[src/assert_macros.svh]
// Assertion macros used by the phrase matching RTL (lz78_match).
`ifndef ASSERT_MACROS_SVH
`define ASSERT_MACROS_SVH
`ifndef SYNTHESIS
`define LZ_ASSERT(lbl, clk, rstn, prop, msg) \
	lbl: assert property (@(posedge clk) disable iff (!rstn) prop) else $error(msg);
`define LZ_ASSERT_NEVER(lbl, clk, rstn, expr, msg) \
	lbl: assert property (@(posedge clk) disable iff (!rstn) !(expr)) else $error(msg);
`else
`define LZ_ASSERT(lbl, clk, rstn, prop, msg)
`define LZ_ASSERT_NEVER(lbl, clk, rstn, expr, msg)
`endif
`endif

[src/lz78_pkg.sv]
// Types and constants of the LZ78 encoder.
`timescale 1ns / 1ps
package lz78_pkg;
	localparam int DICT_SIZE = 256;
	localparam int BYTE_W    = 8;
	localparam int IDX_W     = 8;
	localparam int KEY_W     = IDX_W + BYTE_W;
	localparam int EPOCH_W   = 8;

	// Highest entry index; reaching it forces a dictionary clear.
	localparam int CAP_INT = (DICT_SIZE - 1 > 255) ? 255 : DICT_SIZE - 1;
	localparam logic [IDX_W:0] CNT_CAP = 9'(CAP_INT);

	localparam logic [BYTE_W-1:0]  LIMIT_RESET = 8'd254;
	localparam logic [EPOCH_W-1:0] EPOCH_FIRST = 8'd1;
	localparam logic [EPOCH_W-1:0] EPOCH_LAST  = 8'hFF;
	localparam logic [EPOCH_W-1:0] EPOCH_SWEEP = 8'd0;
	localparam logic [KEY_W-1:0]   KEY_LAST    = 16'hFFFF;

	typedef logic [KEY_W-1:0] key_t;

	// One child map entry, tagged with the dictionary generation that wrote it.
	typedef struct packed {
		logic [EPOCH_W-1:0] epoch;
		logic [IDX_W-1:0]   child;
	} dict_word_t;

	typedef struct packed {
		logic       re;
		key_t       raddr;
		logic       we;
		key_t       waddr;
		dict_word_t wdata;
	} mem_req_t;

	typedef struct packed {
		logic [IDX_W-1:0]  phrase_index;
		logic [BYTE_W-1:0] next_byte;
		logic              end_of_stream;
	} result_t;
endpackage

[src/lz78_match.sv]
// Phrase matching: lookup stage, phrase state, entry count, generation tags and sweep.
`timescale 1ns / 1ps
`include "assert_macros.svh"
module lz78_match
	import lz78_pkg::*;
(
	input  logic              clk,
	input  logic              arst_n,
	input  logic              in_valid,
	output logic              in_stall,
	input  logic [BYTE_W-1:0] data_byte,
	input  logic              last,
	input  logic [BYTE_W-1:0] limit,
	output logic              res_valid,
	input  logic              res_ready,
	output result_t           res,
	output mem_req_t          mem_req,
	input  dict_word_t        mem_rdata
);
	logic              valid_s2;
	logic [IDX_W-1:0]  prefix_s2;
	logic [BYTE_W-1:0] byte_s2;
	logic              last_s2;

	logic [IDX_W-1:0]   prefix_q;
	logic [IDX_W-1:0]   count_q;
	logic [EPOCH_W-1:0] epoch_q;
	logic               sweep_q;
	key_t               sweep_addr_q;

	logic              hit;
	logic              emit;
	logic              adv_s2;
	logic              accept;
	logic              do_clear;
	logic [IDX_W-1:0]  next_prefix;
	logic [IDX_W-1:0]  prefix_now;
	logic [IDX_W:0]    count_sum;
	logic [IDX_W-1:0]  count_new;

	// entry is live only if written in the current generation
	assign hit         = !last_s2 && (mem_rdata.epoch == epoch_q);
	assign emit        = valid_s2 && !hit;
	assign adv_s2      = valid_s2 && (hit || res_ready);
	assign next_prefix = hit ? mem_rdata.child : '0;
	assign prefix_now  = valid_s2 ? next_prefix : prefix_q;

	// hold new items while the last generation tag is in use so a wrap sweep finds no item
	assign in_stall = sweep_q || (valid_s2 && (!adv_s2 || (epoch_q == EPOCH_LAST)));
	assign accept   = in_valid && !in_stall;

	assign count_sum = {1'b0, count_q} + 9'd1;
	assign count_new = count_sum[IDX_W] ? '1 : count_sum[IDX_W-1:0];
	assign do_clear  = ({1'b0, count_new} > {1'b0, limit}) || ({1'b0, count_new} >= CNT_CAP);

	assign res_valid         = emit;
	assign res.phrase_index  = prefix_s2;
	assign res.next_byte     = byte_s2;
	assign res.end_of_stream = last_s2;

	always_comb begin
		mem_req.re    = accept;
		mem_req.raddr = {prefix_now, data_byte};
		if (sweep_q) begin
			mem_req.we          = 1'b1;
			mem_req.waddr       = sweep_addr_q;
			mem_req.wdata.epoch = EPOCH_SWEEP;
			mem_req.wdata.child = '0;
		end else begin
			mem_req.we          = emit && adv_s2;
			mem_req.waddr       = {prefix_s2, byte_s2};
			mem_req.wdata.epoch = epoch_q;
			mem_req.wdata.child = count_new;
		end
	end

	always_ff @(posedge clk or negedge arst_n) begin
		if (!arst_n) begin
			valid_s2 <= 1'b0;
		end else if (accept) begin
			valid_s2 <= 1'b1;
		end else if (adv_s2) begin
			valid_s2 <= 1'b0;
		end
	end

	always_ff @(posedge clk) begin
		if (accept) begin
			prefix_s2 <= prefix_now;
			byte_s2   <= data_byte;
			last_s2   <= last;
		end
	end

	always_ff @(posedge clk or negedge arst_n) begin
		if (!arst_n) begin
			prefix_q     <= '0;
			count_q      <= '0;
			epoch_q      <= EPOCH_FIRST;
			sweep_q      <= 1'b1;
			sweep_addr_q <= '0;
		end else if (sweep_q) begin
			sweep_addr_q <= sweep_addr_q + 16'd1;
			if (sweep_addr_q == KEY_LAST) begin
				sweep_q <= 1'b0;
				epoch_q <= EPOCH_FIRST;
			end
		end else if (adv_s2) begin
			prefix_q <= next_prefix;
			if (emit) begin
				if (do_clear) begin
					count_q <= '0;
					if (epoch_q == EPOCH_LAST) begin
						sweep_q      <= 1'b1;
						sweep_addr_q <= '0;
					end else begin
						epoch_q <= epoch_q + 8'd1;
					end
				end else begin
					count_q <= count_new;
				end
			end
		end
	end

	`LZ_ASSERT(a_count_cap, clk, arst_n, ({1'b0, count_q} < CNT_CAP), "entry count past cap")
	`LZ_ASSERT(a_prefix_known, clk, arst_n, (prefix_q <= count_q), "prefix beyond entry count")
	`LZ_ASSERT_NEVER(a_sweep_idle, clk, arst_n, (sweep_q && valid_s2), "item in flight during sweep")
	`LZ_ASSERT(a_epoch_live, clk, arst_n, (!sweep_q |-> (epoch_q != EPOCH_SWEEP)), "live epoch zero")
endmodule

[config.mk]
export PLATFORM = sky130hd
export DESIGN_NAME = lz78_match
export DESIGN_NICKNAME = d
export VERILOG_FILES = /design/src/lz78_pkg.sv /design/src/lz78_match.sv
export VERILOG_INCLUDE_DIRS = /design/src /design/src/src
export SDC_FILE = /design/constraint.sdc
export NUM_CORES = 1
export LEC_CHECK = 0
export BUFFER_PORTS_ARGS = -buffer_cell sky130_fd_sc_hd__buf_2
export CAP_MARGIN = 20
export CORE_MARGIN = 2
export CORE_UTILIZATION = 55
export DETAILED_ROUTE_END_ITERATION = 16
export GPL_TIMING_DRIVEN = 1
export HOLD_SLACK_MARGIN = 0.12
export PLACE_DENSITY = 0.84
export SLEW_MARGIN = 20
export SYNTH_ARGS = -nofsm -noshare
export SYNTH_HDL_FRONTEND = slang
export SYNTH_SLANG_ARGS = --single-unit
[constraint.sdc]
create_clock -name clk -period 4.7 [get_ports clk]
set_clock_uncertainty 0.1 [all_clocks]
set_input_delay 0.94 -clock clk [delete_from_list [all_inputs] [get_ports clk]]
set_output_delay 0.94 -clock clk [all_outputs]
set_load 0.1 [all_outputs]
### Yosys cells after proc, flatten, opt, wreduce, memory -nomap -nowiden

Cells that the tools add are included.

* divide/modulo/power cells: 0
* bitwise operators: 1
* equal/unequal tests: 5
* reductions and logical operators: 23
* add/subtract/negate cells: 3
* multiply operators: 0
* order comparisons: 2
* shifts and indexed selects: 0
* multiplexer cells: 24

Operators with widths (count)
* two-way mux 16 bit: 5
* two-way mux 8 bit: 10
* two-way mux 33 bit: 1
* adder 16 x 1 -> 16 bit (second input constant): 1
* == test 16 bit (second input constant): 1
* nonzero test 2 bit: 5
* adder 8 x 1 -> 9 bit (second input constant): 1
* adder 8 x 1 -> 8 bit (second input constant): 1
* == test 8 bit: 1
* == test 8 bit (second input constant): 1
* >= comparator 8 bit (second input constant): 1
* > comparator 8 bit: 1
* two-way mux 1 bit: 8
* logical AND 1 bit: 6
* AND reduction 5 bit: 1
* zero test 1 bit: 4
* logical OR 1 bit: 4
* AND reduction 4 bit: 1
* AND reduction 3 bit: 1
* != test 2 x 1 -> 1 bit (second input constant): 1
* != test 2 bit (second input constant): 1
* AND reduction 2 bit: 1
* NOT 1 bit: 1

* flip-flop bits (word level): 59
* bits in writable memories: 0
* memory bits (read-only): 0
* output and inout bits: 69
* memories kept: 0
* input port bits: 37
* logic and storage cells: 67
* bits in latches: 0

### Depth between registers and ports, before layout

* depth in word-level cells: 11
* depth in mapped cells: 13
* depth with buffers taken out: 12

### Worst setup path before layout

No wires, ideal clock.

* path kind: input-to-output
* from: input mem_rdata[12] (netlist bit)
* to: output mem_req[41] (netlist bit)
* setup slack: 0.342 ns
* path buffers: 1
* data required time: 3.660 ns
* stages: 5
* arrival time: 3.318 ns
* cells stage by stage: xor2_1 > nor4_2 > nand3_2 > clkbuf_1 > o22ai_1

RTL lines
* from (decl): RTL line lz78_match.sv:18 `input dict_word_t mem_rdata`
* to (decl): RTL line lz78_match.sv:17 `output mem_req_t mem_req,`

==> flow_metrics.tcl <==
set metrics [dict create \
    status "completed" \
    power.density_nw_per_um2 228 \
    cpMaxStageDelayCell "nand3_2" \
    ctsLongestPathBuffers 2 \
    die-area_sq_um 7280 \
    drv_slew 0 \
    gr-total-overflow 0 \
    die-width_um 85.3 \
    postSynthCellCount 370 \
    synth_cell_type_count 54 \
    drc 0 \
    cp_cell_sequence "buf_2 -> xor2_1 -> nor3_1 -> nand3_2 -> a21o_1 -> a21oi_1 -> and2_1 -> buf_12" \
    leakage_nw 2.10 \
    layout-drive-gt1-share_pct 33.0 \
    avgSynthCellArea_sq_um 9.83 \
    synth_edf_count 17 \
    drtPass1Iterations 5 \
    utilization_pct 67.1 \
    ys_warn_count 0 \
    ctsHoldBuffers 0 \
    drt.antenna.violating_nets 0 \
    synth.top_cells.by_count "nand2_1, dfrtp_1, inv_1" \
    path_clk_slew_ns 0.06 \
    syn-num-nets 418 \
    worstSetupEndpointType "primary output" \
    arrival_ns 2.90 \
    ir_worst_vdd_uv 196 \
    yosys.area.top_type "dfrtp_1" \
    fill_cells 517 \
    rsz0062_at_grt "false" \
    crit_required_ns 3.66 \
    cts.sink_count 59 \
    insertion_delay_ns 0.34 \
    cts_root_buf "clkbuf_8" \
    setup_violations 0 \
    cp_top_family "simple AND/OR/NAND/NOR gates" \
    die_h_um 85.3 \
    numCtsBuffers 9 \
    max_freq_mhz 254 \
    critPathMaxStageDelay_ns 0.39 \
    async_reset_ff_share_pct 71.2 \
    critical_path_class "primary input to primary output" \
    vias_per_cell 5.69 \
    hold_violations 0 \
    critPathBufInv 2 \
    period_minus_slack_ns 3.94 \
    coreArea_sq_um 6390 \
    ctsResizeCount 0 \
    ys_top_cells_by_area "dfrtp_1, edfxtp_1, mux2_2" \
    seq_area_frac_synth_pct 43.0 \
    hpwl_um 6300 \
    rows 29 \
    crit_fanout 16 \
    wl_um 8630 \
    synthesis.area_sq_um 3640 \
    finalSetupTns_ns 0 \
    final_nets 510 \
    h-tree-depth 3 \
    boundaryPins 106 \
    instances_no_fill 543 \
    grt_max_degree 43 \
    cp-start-kind "primary input" \
    design_area_sq_um 4290 \
    drt-initial-drc-count 194 \
    ys.flop_type "dfrtp_1" \
    synth_seq_cells 59 \
    worst-slew-pin-transition_ns 0.947 \
    gp_congestion 0.923 \
    holdWs_ns 0.408 \
    hp-class "flip-flop to flip-flop" \
    fin_crit_sh_pct 83.9 \
    wl_per_cell_um 15.9 \
    grt_pass1_wl_um 13900 \
    area_growth_pct 17.9 \
    track_usage_pct 24.3 \
    drv_cap 0 \
    vias 3089 \
    cts_tree "done" \
    grt_pass1_vias 2988 \
    slew_headroom_pct 36.9 \
    post_cts_buffers 0 \
    antenna_found_initial 0 \
    dp.cells 528 \
    postPlaceCellArea_sq_um 4130 \
    yosysMostFrequentCell "nand2_1" \
    synth_top_area_share_pct 27.5 \
    initial_core_util_pct 56.9 \
    placement.io_buffers 105 \
    n_antenna_cell 0 \
]
## layout make-up
type | instances | area, sq um | share of cell area [%]
clock buffers | 9 | 124 | 2.89
clock inverters | 6 | 33.8 | 0.788
inverters | 28 | 105 | 2.45
multi-input cells | 257 | 1810 | 42.2
flip-flops and latches | 59 | 1560 | 36.5
well taps | 77 | 96.3 | 2.25
repair buffers | 107 | 556 | 13.0
## cell usage in the layout (no fill, tap or decap), drive strengths merged, types with 11 or more instances in the layout
master,instances
edfxtp,17
ha,11
nand2,42
dfrtp,40
mux2,15
o21ai,12
nor2,19
inv,28
nand3,14
nor2b,12
xor2,12
a22o,19
buf,107
## cells by family after synthesis
logic type	after synthesis	synth area share (%)
AND/OR/NAND/NOR	138	20.4
AO/OA/AOI/OAI	70	15.1
flip-flops	59	43.0
buffers and inverters	54	7.30
XOR/XNOR	19	4.58
multiplexers	19	5.75
adder cells (fa/ha/maj)	11	3.79
## worst paths after layout
kind | to | slack [ns] | cells after the start | start
worst max-delay path | mem_req[49] | 0.76 | 8 | mem_rdata[14]
worst min-delay path | prefix_q[7] | 0.41 | 1 | prefix_q[7]
worst max register to register | sweep_addr_q[0] | 1.15 | 12 | count_q[0]
worst min register to register | prefix_q[7] | 0.41 | 1 | prefix_q[7]
max in group asynchronous | prefix_q[5] | 3.26 | 1 | arst_n
min in group asynchronous | epoch_q[5] | 0.65 | 1 | arst_n
## per-stage QoR
stage,power [W],setup WS [ns]
final,0.000979,0.758
after global routing,0.00101,0.584
after CTS,0.000984,0.757
after detailed placement,0.000604,0.766
after global placement,0.000602,0.839
after floorplan,0.000579,0.342
## metal layers
layer	global-route usage [%]	vias to the layer above	share of wire, %
met4	9.52	0	1.6
li1	-	1504	-
met3	5.64	11	6.5
met2	39.8	108	49
met1	31.1	1466	43
met5	0	-	0
## report_power, final
part / internal [W] / leakage, nW / total (W) / switching, W
sequential: 0.000527 / 0.705 / 0.000527 / 0.0000000000000000000935
combinational: 0.0000178 / 1.32 / 0.0000661 / 0.0000483
clock: 0.000183 / 0.0783 / 0.000386 / 0.000203
## sequential cells by signal, summed over array words and instances, names as in the netlist
signal / flops
sweep_addr_q: 16
valid_s2: 1
epoch_q: 8
count_q: 8
byte_s2: 8
sweep_q: 1
prefix_s2: 8
last_s2: 1
prefix_q: 8
Power figures use the tool's default switching activity.
